## config.mk

```make
export PLATFORM = sky130hd
export DESIGN_NAME = osm_ctrl
export DESIGN_NICKNAME = d
export VERILOG_FILES = /design/src/osm_pkg.sv /design/src/osm_ctrl.sv
export SDC_FILE = /design/constraint.sdc
export NUM_CORES = 1
export LEC_CHECK = 0
export ABC_AREA = 1
export BUFFER_PORTS_ARGS = -buffer_cell sky130_fd_sc_hd__buf_2
export CAP_MARGIN = 40
export CORE_MARGIN = 2
export CORE_UTILIZATION = 48
export CTS_CLUSTER_SIZE = 8
export DETAILED_ROUTE_END_ITERATION = 7
export PLACE_DENSITY = 0.76
export SLEW_MARGIN = 30
export SYNTH_ARGS = -nofsm -noshare
export SYNTH_HDL_FRONTEND = slang
export SYNTH_SLANG_ARGS = --single-unit
```

## constraint.sdc

```tcl
create_clock -name clk -period 1.7 [get_ports clk]
set_clock_uncertainty 0.15 [all_clocks]
set_input_delay 0.17 -clock clk [delete_from_list [all_inputs] [get_ports clk]]
set_output_delay 0.17 -clock clk [all_outputs]
set_load 0.1 [all_outputs]
```

## src/osm_pkg.sv

```systemverilog
package osm_pkg;

  localparam int SAMPLE_BITS = 16;
  localparam int FRAC_BITS   = SAMPLE_BITS - 1;

  typedef logic signed [SAMPLE_BITS-1:0] sample_t;

  typedef enum logic [1:0] {
    ACT_DATA  = 2'd0,
    ACT_PULL  = 2'd1,
    ACT_SLOT  = 2'd2,
    ACT_PILOT = 2'd3
  } action_t;

  typedef logic [1:0] cfg_idx_t;
  localparam cfg_idx_t CFG_SIZE_LOG2  = 2'd0;
  localparam cfg_idx_t CFG_GUARD_LEN  = 2'd1;
  localparam cfg_idx_t CFG_DATA_COUNT = 2'd2;

  localparam int CFG_DATA_BITS = 11;

  typedef struct packed {
    action_t     action;
    sample_t     sample_re;
    sample_t     sample_im;
    logic [9:0]  slot_index;
    logic [9:0]  carrier_index;
    logic        pilot_on;
  } in_item_t;

  typedef struct packed {
    sample_t out_re;
    sample_t out_im;
    logic    out_valid;
    logic    symbol_end;
    logic    status;
  } out_item_t;

  typedef struct packed {
    logic take;
    logic clear_wr;
    logic data_wr;
    logic pilot_rd;
    logic copy_rd;
    logic fft;
    logic bf_wa;
    logic bf_wb;
    logic finish;
    logic drain;
    logic emit;
    logic emit_drop;
  } ctrl_cmd_t;

  typedef struct packed {
    logic completes;
    logic ready;
    logic bf_last;
    logic stage_last;
  } dp_status_t;

endpackage

```

## src/osm_ctrl.sv

```systemverilog
module osm_ctrl
  import osm_pkg::*;
#(
  parameter int MAX_POINTS = 1024
) (
  input  logic                                  clk,
  input  logic                                  rst_n,
  input  logic                                  start,
  input  action_t                               action,
  input  dp_status_t                            dp_status,
  output logic                                  busy,
  output ctrl_cmd_t                             cmd,
  output logic [$clog2(MAX_POINTS)-1:0]         sweep_idx,
  output logic [$clog2($clog2(MAX_POINTS))-1:0] stage,
  output logic [$clog2(MAX_POINTS)-2:0]         bf_idx
);

  localparam int AW = $clog2(MAX_POINTS);
  localparam int CW = AW + 1;
  localparam int SW = $clog2(AW);

  typedef enum logic [3:0] {
    S_CLEAR, S_IDLE, S_DATA, S_PILOT, S_COPY, S_BF_RD, S_BF_MUL, S_BF_ADD,
    S_BF_OUT, S_BF_WA, S_BF_WB, S_FIN, S_PULL
  } state_t;

  state_t        state_r, state_nxt;
  logic [CW-1:0] cnt_r, cnt_nxt;
  logic [SW-1:0] stage_r, stage_nxt;
  logic [AW-2:0] bf_r, bf_nxt;

  assign busy      = state_r != S_IDLE;
  assign sweep_idx = cnt_r[AW-1:0];
  assign stage     = stage_r;
  assign bf_idx    = bf_r;

  always_comb begin
    cmd       = '0;
    state_nxt = state_r;
    cnt_nxt   = cnt_r;
    stage_nxt = stage_r;
    bf_nxt    = bf_r;
    case (state_r)
      S_CLEAR: begin
        cmd.clear_wr = 1'b1;
        cnt_nxt      = cnt_r + CW'(1);
        if (cnt_r == CW'(MAX_POINTS - 1)) begin
          cnt_nxt   = '0;
          state_nxt = S_IDLE;
        end
      end
      S_IDLE: begin
        if (start) begin
          cmd.take = 1'b1;
          case (action)
            ACT_DATA: begin
              if (dp_status.completes && dp_status.ready) begin
                cmd.emit      = 1'b1;
                cmd.emit_drop = 1'b1;
              end else begin
                state_nxt = S_DATA;
              end
            end
            ACT_PULL: begin
              if (dp_status.ready) state_nxt = S_PULL;
              else                 cmd.emit  = 1'b1;
            end
            default: cmd.emit = 1'b1;
          endcase
        end
      end
      S_DATA: begin
        cmd.data_wr = 1'b1;
        if (dp_status.completes) begin
          cnt_nxt   = '0;
          state_nxt = S_PILOT;
        end else begin
          cmd.emit  = 1'b1;
          state_nxt = S_IDLE;
        end
      end
      // Both sweeps end with a step that issues no read, so the delayed write lands before the next pass.
      S_PILOT: begin
        cmd.pilot_rd = !cnt_r[AW];
        cnt_nxt      = cnt_r + CW'(1);
        if (cnt_r[AW]) begin
          cnt_nxt   = '0;
          state_nxt = S_COPY;
        end
      end
      S_COPY: begin
        cmd.copy_rd = !cnt_r[AW];
        cnt_nxt     = cnt_r + CW'(1);
        if (cnt_r[AW]) begin
          cnt_nxt   = '0;
          stage_nxt = '0;
          bf_nxt    = '0;
          state_nxt = S_BF_RD;
        end
      end
      S_BF_RD: begin
        cmd.fft   = 1'b1;
        state_nxt = S_BF_MUL;
      end
      S_BF_MUL: begin
        cmd.fft   = 1'b1;
        state_nxt = S_BF_ADD;
      end
      S_BF_ADD: begin
        cmd.fft   = 1'b1;
        state_nxt = S_BF_OUT;
      end
      S_BF_OUT: begin
        cmd.fft   = 1'b1;
        state_nxt = S_BF_WA;
      end
      S_BF_WA: begin
        cmd.fft   = 1'b1;
        cmd.bf_wa = 1'b1;
        state_nxt = S_BF_WB;
      end
      S_BF_WB: begin
        cmd.fft   = 1'b1;
        cmd.bf_wb = 1'b1;
        state_nxt = S_BF_RD;
        if (dp_status.bf_last) begin
          bf_nxt = '0;
          if (dp_status.stage_last) state_nxt = S_FIN;
          else                      stage_nxt = stage_r + SW'(1);
        end else begin
          bf_nxt = bf_r + (AW-1)'(1);
        end
      end
      S_FIN: begin
        cmd.finish = 1'b1;
        cmd.emit   = 1'b1;
        state_nxt  = S_IDLE;
      end
      S_PULL: begin
        cmd.drain = 1'b1;
        cmd.emit  = 1'b1;
        state_nxt = S_IDLE;
      end
      default: state_nxt = S_IDLE;
    endcase
  end

  always_ff @(posedge clk) begin
    if (!rst_n) begin
      state_r <= S_CLEAR;
      cnt_r   <= '0;
      stage_r <= '0;
      bf_r    <= '0;
    end else begin
      state_r <= state_nxt;
      cnt_r   <= cnt_nxt;
      stage_r <= stage_nxt;
      bf_r    <= bf_nxt;
    end
  end

  a_wb_follows_wa: assert property (@(posedge clk) disable iff (!rst_n)
    cmd.bf_wa |=> cmd.bf_wb)
    else $error("butterfly upper write did not follow lower write");

  a_no_overbuild: assert property (@(posedge clk) disable iff (!rst_n)
    cmd.finish |-> !dp_status.ready)
    else $error("symbol built over an undrained symbol");

  a_table_write_answers: assert property (@(posedge clk) disable iff (!rst_n)
    (start && !busy && (action == ACT_SLOT || action == ACT_PILOT)) |-> cmd.emit)
    else $error("table write gave no result");

  a_drain_needs_symbol: assert property (@(posedge clk) disable iff (!rst_n)
    cmd.drain |-> dp_status.ready)
    else $error("drain without a stored symbol");

endmodule

```

==> results.json, run 1 <==
{
  "outcome": "complete, but fails checks",
  "violations": "negative setup slack",
  "routedWlPerCell_um": 12.70,
  "dieArea_mm2": 0.004429,
  "slowest_delay_ps": 410,
  "num-fill-cells": 289,
  "die_h_um": 66.55,
  "synth_ff_type": "dfxtp_1",
  "via_per_inst": 5.238,
  "cap_viol_max_count": 0,
  "syn_area_mm2": 0.001878,
  "synth_enable_flop_cells": 0,
  "final_common_cell": "nand2_1",
  "htreeDepth": 1,
  "area_growth_syn_to_layout_pct": 44.77,
  "grt_start_max_net_pins": 16,
  "cp_max_fo": 5,
  "cts_sinks": 28,
  "finalCriticalPeriod_ps": 1890,
  "clk_pin_slew_worst_paths_ps": 90,
  "antenna_found_initial": 0,
  "worstPathCellList": "inv_4, nor2_4, nand2_8, nor2_4, nand2_1, o211ai_1, clkbuf_16",
  "cts_max_path_buffers": 2,
  "antennaDiodeCount": 0,
  "track_usage_pct": 22.23,
  "vias": 2132,
  "synth_seq_cells": 28,
  "drtPass1Iterations": 4,
  "place.gp.congestion": 0.9604,
  "initial_core_util_pct": 50.54,
  "grt_pass1_wl_mm": 7.748,
  "cp_slowest_cell": "dfxtp_4",
  "dr_wl_met3_um": 235,
  "power-per-cell-area_mw_per_mm2": 1395,
  "cts_root_buf": "clkbuf_8",
  "synth_cells": 303,
  "ys_warn_count": 0,
  "yosysSeqAreaShare_pct": 29.85,
  "crit_path_end_kind": "primary output",
  "wl_met2_mm": 2.631,
  "grt_overflow": 0,
  "hold_viol": 0,
  "timing.hold.ws_ps": 76.41,
  "syn_nets": 316,
  "p_leak_uw": 0.001274,
  "setup_viol": 17,
  "final_util_pct": 73.17,
  "dieWidth_um": 66.55,
  "ys_types": 30,
  "min_path_type": "in2reg",
  "dp_hpwl_mm": 3.526,
  "std_cell_rows": 22,
  "required_ps": 1380,
  "ant_nets": 0,
  "arrival_ps": 1570,
  "fin_crit_sh_pct": 111.2,
  "tightest_slew_ps": 493.5,
  "peakVddDrop_v": 0.0007935,
  "dp_worst_setup_slack_ps": 89.48,
  "highest_layer": "met4",
  "cts_inserted_buffers": 3,
  "core_mm2": 0.003716,
  "layout.nets": 373,
  "io_pins": 45,
  "tns_ps": -1216,
  "yosys-top-cells-area": "dfxtp_1, nand2_1, inv_1",
  "drt-met1-wl_mm": 2.192,
  "drt-total-wl_mm": 5.167,
  "slew_headroom_pct": 67.33,
  "max_freq_mhz": 529.1,
  "ctsHoldBuffers": 0,
  "startpoint_type": "register",
  "fin_ws_ps": -190.0,
  "ys_async_sr_fraction_pct": 0,
  "slew_viol_final": 0,
  "clk_latency_ps": 270,
  "most-common-layout-cells": "nand2_1, inv_1, nor2_1, buf_2, nand3_1",
  "first_global_vias": 1844,
  "cts_tree": "yes",
  "yosysTopAreaCellShare_pct": 29.85,
  "io_buffers": 44,
  "critPathKind": "reg2out",
  "avgSynthCellArea_um2": 6.198,
  "drt_iter0_markers": 121,
  "drc": 0,
  "cpMostUsedCell": "nor2_4",
  "rsz0062_at_grt": "true",
  "drive_above_1_share_pct": 36.77,
  "synth_largest_area_cell": "dfxtp_1"
}
timing repair:
item	CTS	global route
gates cloned	0	1
endpoints found under the setup margin	4	28
pin swaps	5	13
buffers inserted	6	6
gates resized for setup	9	32
flip-flops by register name, summed over array words and instances, names as in the netlist:
register  cells
stage         4
bf_idx        9
cnt_r        11
state_r       4
per-layer routing:
| layer | up-vias | track usage [%] |
|---|---|---|
| met5 | - | 0 |
| met3 | 11 | 3.547 |
| met4 | 0 | 7.143 |
| li1 | 1062 | - |
| met1 | 1004 | 26.90 |
| met2 | 55 | 39.75 |
report_power, final:
part / switching (µW) / internal, µW / total [µW] / leakage [µW]
registers: 108 / 744 / 852 / 0.000236
clock network: 207 / 162 / 369 / 0.0000231
logic: 1710 / 866 / 2570 / 0.00102
total: 2020 / 1770 / 3790 / 0.00127
cells in the mapped netlist, types with 2 or more instances:
library cell,number
nand3b_1,2
nand3_1,24
nand3_2,2
buf_4,11
nand4_1,6
clkbuf_1,2
inv_2,3
nand2_2,3
dfxtp_1,28
nor2_4,2
o21ai_0,8
xor2_1,2
o211ai_1,2
nor2_1,40
ha_1,4
nor3_1,7
a21oi_1,14
o21ai_2,2
nor2_2,4
nand2_1,84
o21bai_1,2
inv_1,43
metrics by stage:
step	area (µm²)	cells	total power (µW)
3_5_place_dp	2431	390	2974
3_3_place_gp	2431	390	2955
2_1_floorplan	1992	303	2454
5_1_grt	2719	407	3979
6_report	2719	407	3794
4_1_cts	2549	400	3456
area by class of cell:
| cell class | count | area [µm²] | share of cell area [%] |
|---|---|---|---|
| Clock inverter | 1 | 3.754 | 0.1381 |
| Clock buffer | 3 | 41.29 | 1.519 |
| Tap cell | 48 | 60.06 | 2.209 |
| Timing Repair Buffer | 65 | 598.1 | 22.00 |
| Multi-Input combinational cell | 216 | 1229 | 45.19 |
| Sequential cell | 28 | 594.3 | 21.86 |
| Inverter | 46 | 192.7 | 7.087 |
worst max-delay path: cells and delay by family (launching register included):
| kind | cells | cell delay (ps) |
|---|---|---|
| AND/OR/NAND/NOR | 4 | 430 |
| flip-flops | 1 | 410 |
| buffers and inverters | 2 | 320 |
| AO/OA/AOI/OAI | 1 | 130 |
path summary, 6_finish.rpt:
| path | startpoint | to | slack, ps | depth (start not counted) |
|---|---|---|---|---|
| setup / recovery | state_r[0] | cmd[1] | -190 | 7 |
| hold reg to reg | bf_idx[0] | bf_idx[0] | 320 | 1 |
| hold / removal | dp_status[1] | bf_idx[1] | 80 | 4 |
| setup reg to reg | state_r[3] | cnt_r[6] | -50 | 10 |
cells by family after synthesis:
group           Yosys count  share of synthesized area (%)
simple gates            177                          42.04
buf+inv                  60                          14.59
compound gates           31                          9.460
flops                    28                          29.85
fa+ha+maj                 4                          2.665
xor+xnor                  3                          1.399
No activity file was read; power rests on OpenSTA's default activity.
==> run 2: changes to the inputs <==
--- a/config.mk
+++ b/config.mk
@@ -5,14 +5,14 @@
 export SDC_FILE = /design/constraint.sdc
 export NUM_CORES = 1
 export LEC_CHECK = 0
-export ABC_AREA = 1
 export BUFFER_PORTS_ARGS = -buffer_cell sky130_fd_sc_hd__buf_2
 export CAP_MARGIN = 40
 export CORE_MARGIN = 2
-export CORE_UTILIZATION = 48
+export CORE_UTILIZATION = 50
+export CTS_BUF_LIST = sky130_fd_sc_hd__clkbuf_8
 export CTS_CLUSTER_SIZE = 8
 export DETAILED_ROUTE_END_ITERATION = 7
-export PLACE_DENSITY = 0.76
+export PLACE_DENSITY = 0.78
 export SLEW_MARGIN = 30
 export SYNTH_ARGS = -nofsm -noshare
 export SYNTH_HDL_FRONTEND = slang
==> run 2 against run 1 <==
  * The flow still finishes with violations (negative setup slack)
  * Combinational power is 93% lower
  * Setup slack worse by 210 ps
  * Non-clock buffer count is 61 higher
==> results.json, run 2 <==
{
  "outcome": "complete, but fails checks",
  "violations": "negative setup slack",
  "layout.nets": 352,
  "reg2reg_depth": 9,
  "fin_ws_ps": -402.4,
  "slew_viol_final": 0,
  "required_ps": 1380,
  "initial_core_util_pct": 51.60,
  "die_h_um": 65,
  "power-per-cell-area_mw_per_mm2": 383.0,
  "yosys-top-cells-area": "dfxtp_1, nor2_1, buf_4",
  "track_usage_pct": 37.46,
  "cts_inserted_buffers": 3,
  "synth_commonest_cells": "dfxtp_1, nor2_1, nand2_1",
  "fin_crit_sh_pct": 123.7,
  "dieWidth_um": 65,
  "peakVddDrop_v": 0.0004534,
  "cts_tree": "yes",
  "slew_headroom_pct": 65.37,
  "timing.hold.ws_ps": 177.8,
  "synth_cells": 231,
  "cp_slowest_cell": "dfxtp_4",
  "finalCriticalPeriod_ps": 2102,
  "cp_max_fo": 5,
  "core_mm2": 0.003606,
  "synth_largest_area_cell": "dfxtp_1",
  "drc": 0,
  "area_growth_syn_to_layout_pct": 80.56,
  "hold_viol": 0,
  "grt_start_max_net_pins": 22,
  "ys_types": 54,
  "largest_register": "cnt_r",
  "dp_hpwl_mm": 3.749,
  "cp.depth": 6,
  "synth_most_common_cell": "dfxtp_1",
  "synth_enable_flop_cells": 0,
  "critPathKind": "reg2out",
  "std_cell_rows": 22,
  "largest_reg_flops": 11,
  "htreeDepth": 1,
  "cts_sinks": 28,
  "ys_warn_count": 0,
  "dr_wl_met3_mm": 1.111,
  "clk_pin_slew_worst_paths_ps": 110,
  "highest_layer": "met4",
  "clk_latency_ps": 290,
  "drt-total-wl_mm": 9.820,
  "io_pins": 45,
  "ys_async_sr_fraction_pct": 0,
  "hold_depth": 2,
  "most-common-layout-cells": "buf_4, buf_2, nor2_1, buf_6, buf_12",
  "first_global_vias": 2335,
  "min_path_type": "in2reg",
  "cts_root_buf": "clkbuf_8",
  "avgSynthCellArea_um2": 8.054,
  "cts_max_path_buffers": 2,
  "r2r_end": "cnt_r[6]",
  "syn_nets": 244,
  "drtPass1Iterations": 6,
  "slowest_delay_ps": 410,
  "grt_overflow": 0,
  "rsz0062_at_grt": "true",
  "drive_above_1_share_pct": 61.24,
  "hold_path_end": "state_r[0]",
  "timing.rr.start": "state_r[0]",
  "worstPathCellList": "buf_4, nand2b_1, buf_6, nor4_4, buf_4, buf_12",
  "min-delay-start": "rst_n",
  "synth_seq_cells": 28,
  "arrival_ps": 1780,
  "drt-met1-wl_mm": 3.306,
  "wl_met2_mm": 4.466,
  "setup_viol": 40,
  "dieArea_mm2": 0.004225,
  "place.gp.congestion": 0.8693,
  "final_common_cell": "buf_4",
  "tns_ps": -9959,
  "ant_nets": 0,
  "crit_path_end_kind": "primary output",
  "drt_iter0_markers": 355,
  "syn_area_mm2": 0.001861,
  "io_buffers": 44,
  "ctsHoldBuffers": 0,
  "rrSetupSlack_ps": -370,
  "cap_viol_max_count": 0,
  "tightest_slew_ps": 523.0,
  "antenna_found_initial": 0,
  "antennaDiodeCount": 0,
  "path_buf_inv": 4,
  "p_leak_uw": 0.001461,
  "startpoint_type": "register",
  "via_per_inst": 6.933,
  "yosysTopAreaCellShare_pct": 30.13,
  "vias": 2676,
  "yosysSeqAreaShare_pct": 30.13,
  "routedWlPerCell_um": 25.44,
  "cpMostUsedCell": "buf_4",
  "max_freq_mhz": 475.6,
  "power_uw": 1287,
  "synth_ff_type": "dfxtp_1",
  "cp_top_family": "buffers and inverters",
  "grt_pass1_wl_mm": 11.93
}
## run 2: power breakdown
group	internal, µW	total [µW]	switching (µW)	leakage (µW)
sequential	653	660	7.26	0.000236
combinational	56.7	168	111	0.00120
clock	209	459	250	0.0000288
## run 2: cell families (layout without fill, tap and decap cells)
kind of cell               count (synthesis)  after routing  synth area share (%)
and+or+nand+nor                          102            103                 29.72
xor gates and xnor gates                  10             10                 4.707
buffers and inverters                     31            137                 9.886
DFF                                       28             28                 30.13
AOI/OAI and AO/OA                         55             55                 22.33
adders and majority gates                  4              4                 2.690
muxes                                      1              1                0.5380
## run 2: how the worst max path moves through the flow
| stage | from | slack (ps) | endpoint |
|---|---|---|---|
| final | state_r[2] | -400 | cmd[7] |
| after global routing | state_r[2] | -400 | cmd[0] |
| after CTS | state_r[2] | -300 | cmd[0] |
| after detailed placement | state_r[3] | -230 | state_r[0] |
| after global placement | state_r[3] | -150 | state_r[0] |
| after floorplan | state_r[2] | -710 | cmd[0] |
## run 2: stage by stage
stage / std cells / cell area [µm²] / setup WS [ps] / utilization, %
after floorplan: 231 / 2046 / -706.1 / -
after global placement: 354 / 2740 / -152.5 / 75.99
after detailed placement: 354 / 2740 / -231.9 / 75.99
after CTS: 377 / 3127 / -299.4 / 86.71
after global routing: 386 / 3359 / -401.2 / 93.16
final: 386 / 3359 / -402.4 / 93.16
## run 2: what timing repair did
item	CTS	global route
pin swaps	25	13
setup buffers	17	9
setup endpoints to repair	40	40
gates resized for setup	48	37
gates cloned	2	0
## run 2: layout make-up
cell class / count / area [µm²]
Multi-Input combinational cell: 173 / 1458
Timing Repair Buffer: 126 / 1162
Sequential cell: 28 / 595.6
Fill cell: 110 / 246.5
Tap cell: 48 / 60.06
Clock buffer: 4 / 55.05
Inverter: 7 / 28.78
## run 2: worst reg2reg max path: cells and delay by family, from the launching register on
family	cells	cell delay, ps
xor gates and xnor gates	1	200
DFF	1	390
and+or+nand+nor	3	360
AOI/OAI and AO/OA	1	350
buffers and inverters	4	550
## run 2: per-layer routing
metal / vias to the layer above / global-route usage (%)
met2: 297 / 67.78
li1: 1038 / -
met1: 1221 / 42.64
met4: 0 / 14.63
met5: - / 0
met3: 120 / 7.813
